## src/sv/rth_pkg.sv

```systemverilog
package rth_pkg;

    localparam int MAX_RECTS  = 32;
    localparam int PIXEL_BITS = 12;
    localparam int FRAC_BITS  = 12;

    // fixed field widths
    localparam int Q_W       = 16;
    localparam int REL_W     = 12;
    localparam int IDX_OUT_W = 5;
    localparam int STATUS_W  = 2;
    localparam int MODE_W    = 1;

    localparam int IDX_W   = (MAX_RECTS > 1) ? $clog2(MAX_RECTS) : 1;
    localparam int CNT_W   = $clog2(MAX_RECTS + 1);
    localparam int ENTRY_W = 4 * Q_W;

    // scaled point, relative dividend, shared divider width
    localparam int FX_W      = PIXEL_BITS + FRAC_BITS;
    localparam int REL_DVD_W = Q_W + FRAC_BITS;
    localparam int DVD_W     = (FX_W > REL_DVD_W) ? FX_W : REL_DVD_W;
    localparam int DIV_CNT_W = $clog2(DVD_W + 1);
    localparam int CMP_W     = (FX_W > Q_W + 1) ? FX_W : Q_W + 1;

    // stream packing
    localparam int S_PX_LSB    = 0;
    localparam int S_PY_LSB    = S_PX_LSB + PIXEL_BITS;
    localparam int S_LEFT_LSB  = S_PY_LSB + PIXEL_BITS;
    localparam int S_TOP_LSB   = S_LEFT_LSB + Q_W;
    localparam int S_WIDTH_LSB = S_TOP_LSB + Q_W;
    localparam int S_HGT_LSB   = S_WIDTH_LSB + Q_W;
    localparam int S_TDATA_W   = ((S_HGT_LSB + Q_W + 7) / 8) * 8;
    localparam int M_TDATA_W   = ((IDX_OUT_W + 2 * REL_W + 7) / 8) * 8;

    // configuration port
    localparam int CFG_IDX_W  = 1;
    localparam int CFG_ADDR_W = CFG_IDX_W + 2;
    localparam int CFG_DATA_W = 32;
    localparam logic [CFG_IDX_W-1:0] REG_VIEW_WIDTH  = 1'd0;
    localparam logic [CFG_IDX_W-1:0] REG_VIEW_HEIGHT = 1'd1;

    localparam logic [MODE_W-1:0] MODE_ADD   = 1'b0;
    localparam logic [MODE_W-1:0] MODE_QUERY = 1'b1;

    typedef enum logic [STATUS_W-1:0] {
        ST_ADDED = 2'd0,
        ST_FULL  = 2'd1,
        ST_HIT   = 2'd2,
        ST_MISS  = 2'd3
    } status_t;

    typedef struct packed {
        logic             start;
        logic [DVD_W-1:0] dividend;
        logic [Q_W-1:0]   divisor;
    } div_req_t;

    typedef struct packed {
        logic             done;
        logic [DVD_W-1:0] quotient;
    } div_rsp_t;

endpackage

```

## src/sv/rth_div.sv

```systemverilog
// Restoring divider, one quotient bit per cycle, MSB first.
module rth_div (
    input  logic               aclk,
    input  logic               aresetn,
    input  rth_pkg::div_req_t  req,
    output rth_pkg::div_rsp_t  rsp
);

    logic                           busy_reg, busy_next;
    logic                           done_reg, done_next;
    logic [rth_pkg::DIV_CNT_W-1:0]  cnt_reg, cnt_next;
    logic [rth_pkg::Q_W-1:0]        rem_reg, rem_next;
    logic [rth_pkg::DVD_W-1:0]      dvd_reg, dvd_next;
    logic [rth_pkg::Q_W-1:0]        dsr_reg, dsr_next;

    logic [rth_pkg::Q_W:0]          rem_sh;
    logic [rth_pkg::Q_W:0]          rem_sub;
    logic                           ge;

    always_comb begin
        rem_sh  = {rem_reg, dvd_reg[rth_pkg::DVD_W-1]};
        ge      = rem_sh >= {1'b0, dsr_reg};
        rem_sub = rem_sh - {1'b0, dsr_reg};

        busy_next = busy_reg;
        done_next = 1'b0;
        cnt_next  = cnt_reg;
        rem_next  = rem_reg;
        dvd_next  = dvd_reg;
        dsr_next  = dsr_reg;

        if (req.start) begin
            busy_next = 1'b1;
            cnt_next  = rth_pkg::DIV_CNT_W'(rth_pkg::DVD_W);
            rem_next  = '0;
            dvd_next  = req.dividend;
            dsr_next  = req.divisor;
        end else if (busy_reg) begin
            // remainder stays below the divisor, so Q_W bits hold it
            rem_next = ge ? rem_sub[rth_pkg::Q_W-1:0] : rem_sh[rth_pkg::Q_W-1:0];
            dvd_next = {dvd_reg[rth_pkg::DVD_W-2:0], ge};
            cnt_next = cnt_reg - 1'b1;
            if (cnt_reg == rth_pkg::DIV_CNT_W'(1)) begin
                busy_next = 1'b0;
                done_next = 1'b1;
            end
        end
    end

    always_ff @(posedge aclk) begin
        if (!aresetn) begin
            busy_reg <= 1'b0;
            done_reg <= 1'b0;
            cnt_reg  <= '0;
        end else begin
            busy_reg <= busy_next;
            done_reg <= done_next;
            cnt_reg  <= cnt_next;
        end
    end

    always_ff @(posedge aclk) begin
        rem_reg <= rem_next;
        dvd_reg <= dvd_next;
        dsr_reg <= dsr_next;
    end

    assign rsp.done     = done_reg;
    assign rsp.quotient = dvd_reg;

endmodule

```

## config.mk

```make
export PLATFORM = sky130hd
export DESIGN_NAME = rth_div
export DESIGN_NICKNAME = d
export VERILOG_FILES = /design/src/sv/rth_pkg.sv /design/src/sv/rth_div.sv
export SDC_FILE = /design/constraint.sdc
export NUM_CORES = 1
export LEC_CHECK = 0
export ABC_AREA = 1
export BUFFER_PORTS_ARGS = -buffer_cell sky130_fd_sc_hd__buf_2
export CAP_MARGIN = 20
export CORE_MARGIN = 5
export CORE_UTILIZATION = 30
export CTS_BUF_LIST = sky130_fd_sc_hd__clkbuf_4 sky130_fd_sc_hd__clkbuf_8 sky130_fd_sc_hd__clkbuf_16
export DETAILED_ROUTE_END_ITERATION = 8
export SETUP_SLACK_MARGIN = 0.15
export SYNTH_ARGS = -nofsm -noshare
export SYNTH_HDL_FRONTEND = slang
export SYNTH_SLANG_ARGS = --single-unit
```

## constraint.sdc

```tcl
create_clock -name aclk -period 1.95 [get_ports aclk]
set_clock_uncertainty 0.15 [all_clocks]
set_input_delay 0.195 -clock aclk [delete_from_list [all_inputs] [get_ports aclk]]
set_output_delay 0.195 -clock aclk [all_outputs]
set_load 0.01 [all_outputs]
```

==> results.yml <==
yosys:
  synth_area_leaders: "edfxtp_1 34%, nand2_1 20%, dfxtp_1 12%, inv_1 7.5%, ha_1 5.8%"
  yosys_warnings: 0
  synthCells: 504
  syn-num-nets: 570
  netlist_area_um2: 3850
  ys_seq_area_frac: 0.462
  yosys.area.top_type_share: 0.343
  synth_ff_type: "edfxtp_1"
  ys_types: 34
  ys_seq_elements: 67
  syn_avg_cell_area_um2: 7.65
  async_flop_share: 0
  synth_edf_count: 44
  netlist.top_cell.by_area: "edfxtp_1"
routing:
  avgRoutedWirePerCell_um: 13.4
  drt.antenna.violating_nets: 0
  vias: 3736
  dr.first_iter.drc_count: 134
  first_pass_iters: 4
  drt_wl_total_um: 11300
  viasPerCell: 4.43
  drc: 0
sta:
  relSlewSlack: 0.737
  setup_slack_ps: -18.3
  drv_slew: 0
  fin_crit_sh: 1.01
  tightest_slew_ps: 394
  period_needed_ps: 1970
  rsz0062_at_grt: "yes"
  whs_ps: 35.2
  finalHoldViolCount: 0
  setup_violations: 7
  max_freq_ghz: 0.508
critical_path:
  crit_path_end_kind: "flip-flop"
  reg2reg_depth: 9
  arrival_ps: 2050
  cp_max_fo: 4
  r2r_start: "dsr_reg[0]"
  cp-startpoint: "dsr_reg[0]"
  startpoint_type: "flip-flop"
  cp.required_ps: 2030
  crit_type: "reg2reg"
placed_design:
  gp_congestion: 0.892
  dp_hpwl_um: 7550
  pre_cts_ws_ps: -83.3
  port_buffers: 75
global_route:
  grt_max_degree: 22
  grt_antenna_before_repair: 0
  grt_use_total: 0.156
  grt_pass1_vias: 3954
  overflow: 0
  grt_pass1_wl_um: 18500
clock_network:
  clk_pin_slew_ps: 50
  cts_made_buffers: 9
  clock_sinks: 67
  clock_path_buffers: 2
  root_buffer: "clkbuf_16"
  cts_tree: "built"
  insertion_delay_ps: 340
  h-tree-depth: 3
layout:
  antenna_cells: 0
  largest_reg_flops: 28
  drive_gt1_frac: 0.341
  area_growth_pct: 55.1
  nets: 732
outcome:
  status: "finished with violations"
  violations: "negative setup slack"
min_path:
  hold_depth: 3
  min_from: "req[43]"
  hold_class: "in2reg"
die:
  coreArea_um2: 12600
  rows: 41
  fp.dieW_um: 123
  die_area_um2: 15200
  initial_core_util: 0.305
  io_pins: 76
  die_h_um: 123
flow_run:
  cap_violations: 0
power_and_ir_drop:
  power.density_nw_per_um2: 685
  peakVddDrop_v: 0.000499
  p_leak_nw: 2.91
## layer usage
layer  up-vias  global-route usage  share of wire  wire length, um
li1       1921                   -              -                -
met1      1711               0.184           0.43             4790
met2        88               0.273           0.50             5670
met3        16              0.0366          0.053              593
met4         0              0.0602          0.018              203
met5         -                   0              0                0
## layout by cell type (no fill, tap or decap), types with 2 or more instances in the layout
cell / synthesis / layout
clkbuf_4: 0 / 3
a21oi_2: 2 / 4
a31oi_1: 3 / 3
xor2_1: 2 / 2
inv_1: 77 / 66
clkbuf_8: 0 / 2
ha_4: 0 / 15
a21oi_1: 8 / 6
nand4_1: 5 / 5
edfxtp_1: 44 / 44
nand2_2: 1 / 25
xnor2_1: 4 / 4
o21ai_1: 1 / 7
nand3_1: 38 / 29
buf_6: 0 / 9
dlygate4sd3_1: 0 / 42
nor2_2: 2 / 4
clkbuf_16: 0 / 10
nor2_1: 25 / 18
nand2_8: 0 / 3
nand2_1: 205 / 174
nor3_1: 5 / 4
inv_2: 2 / 13
nand3_2: 3 / 11
nor2_4: 1 / 6
buf_2: 2 / 75
dfxtp_1: 23 / 23
nand3b_1: 7 / 7
ha_1: 18 / 3
buf_12: 0 / 2
buf_4: 3 / 33
nand2_4: 2 / 7
## worst paths after layout
| check | endpoint | slack, ps |
|---|---|---|
| min reg2reg | cnt_reg[3] | 320 |
| min | dvd_reg[27] | 40 |
| max | rem_reg[6] | -20 |
| max reg2reg | rem_reg[6] | -20 |
## critical path: stages (launching register included)
cell and delay [ps]:
edfxtp_1 410, ha_4 190, fa_2 380, nor2_4 130, nor2_4 70, o21ai_4 170, xnor2_1 160, nand2_2 70
nand3_1 70, nand2_1 60
## metrics by stage
step                      TNS, ps  instances   util  power [mW]  cell area [um^2]
after CTS                       0        839  0.462        4.11              5830
after floorplan                 0        504      -        2.04              4020
after detailed placement     -715        770  0.379        2.29              4780
final                       -73.6        843  0.474        4.09              5980
after global placement       -719        770  0.379        2.28              4780
after global routing        -1700        843  0.474        4.29              5980
## report_power, final
| group | internal (mW) | switching [mW] |
|---|---|---|
| sequential | 1.63 | 0.0540 |
| combinational | 0.338 | 0.389 |
| clock | 1.10 | 0.577 |
## Yosys cell counts (all sizes together) (6+ instances only)
master	instances
nand2	208
inv	79
edfxtp	44
nand3	41
nor2	28
dfxtp	23
ha	18
a21oi	10
o21ai	9
nand3b	7
buf	6
clkbuf	6
## repair_timing
action,CTS,global route
pin swaps,16,18
setup buffers,10,3
hold endpoints to repair,45,0
endpoints found under the setup margin,17,17
resized for setup,54,34
hold buffers,42,0
gates cloned,1,1
## area by class of cell
type	instances	area, um^2
inverter	79	297
fill	1236	6640
timing repair buffer	162	1210
clock buffer	14	275
tap	172	215
multi-input combinational	347	2160
clock inverter	2	35.0
sequential	67	1780
## kinds of logic after synthesis
| logic type | share of synthesized area |
|---|---|
| flops | 0.462 |
| buf+inv | 0.0951 |
| simple gates | 0.323 |
| xor+xnor | 0.0136 |
| compound gates | 0.0422 |
| fa+ha+maj | 0.0636 |
Power figures use the tool's default switching activity.
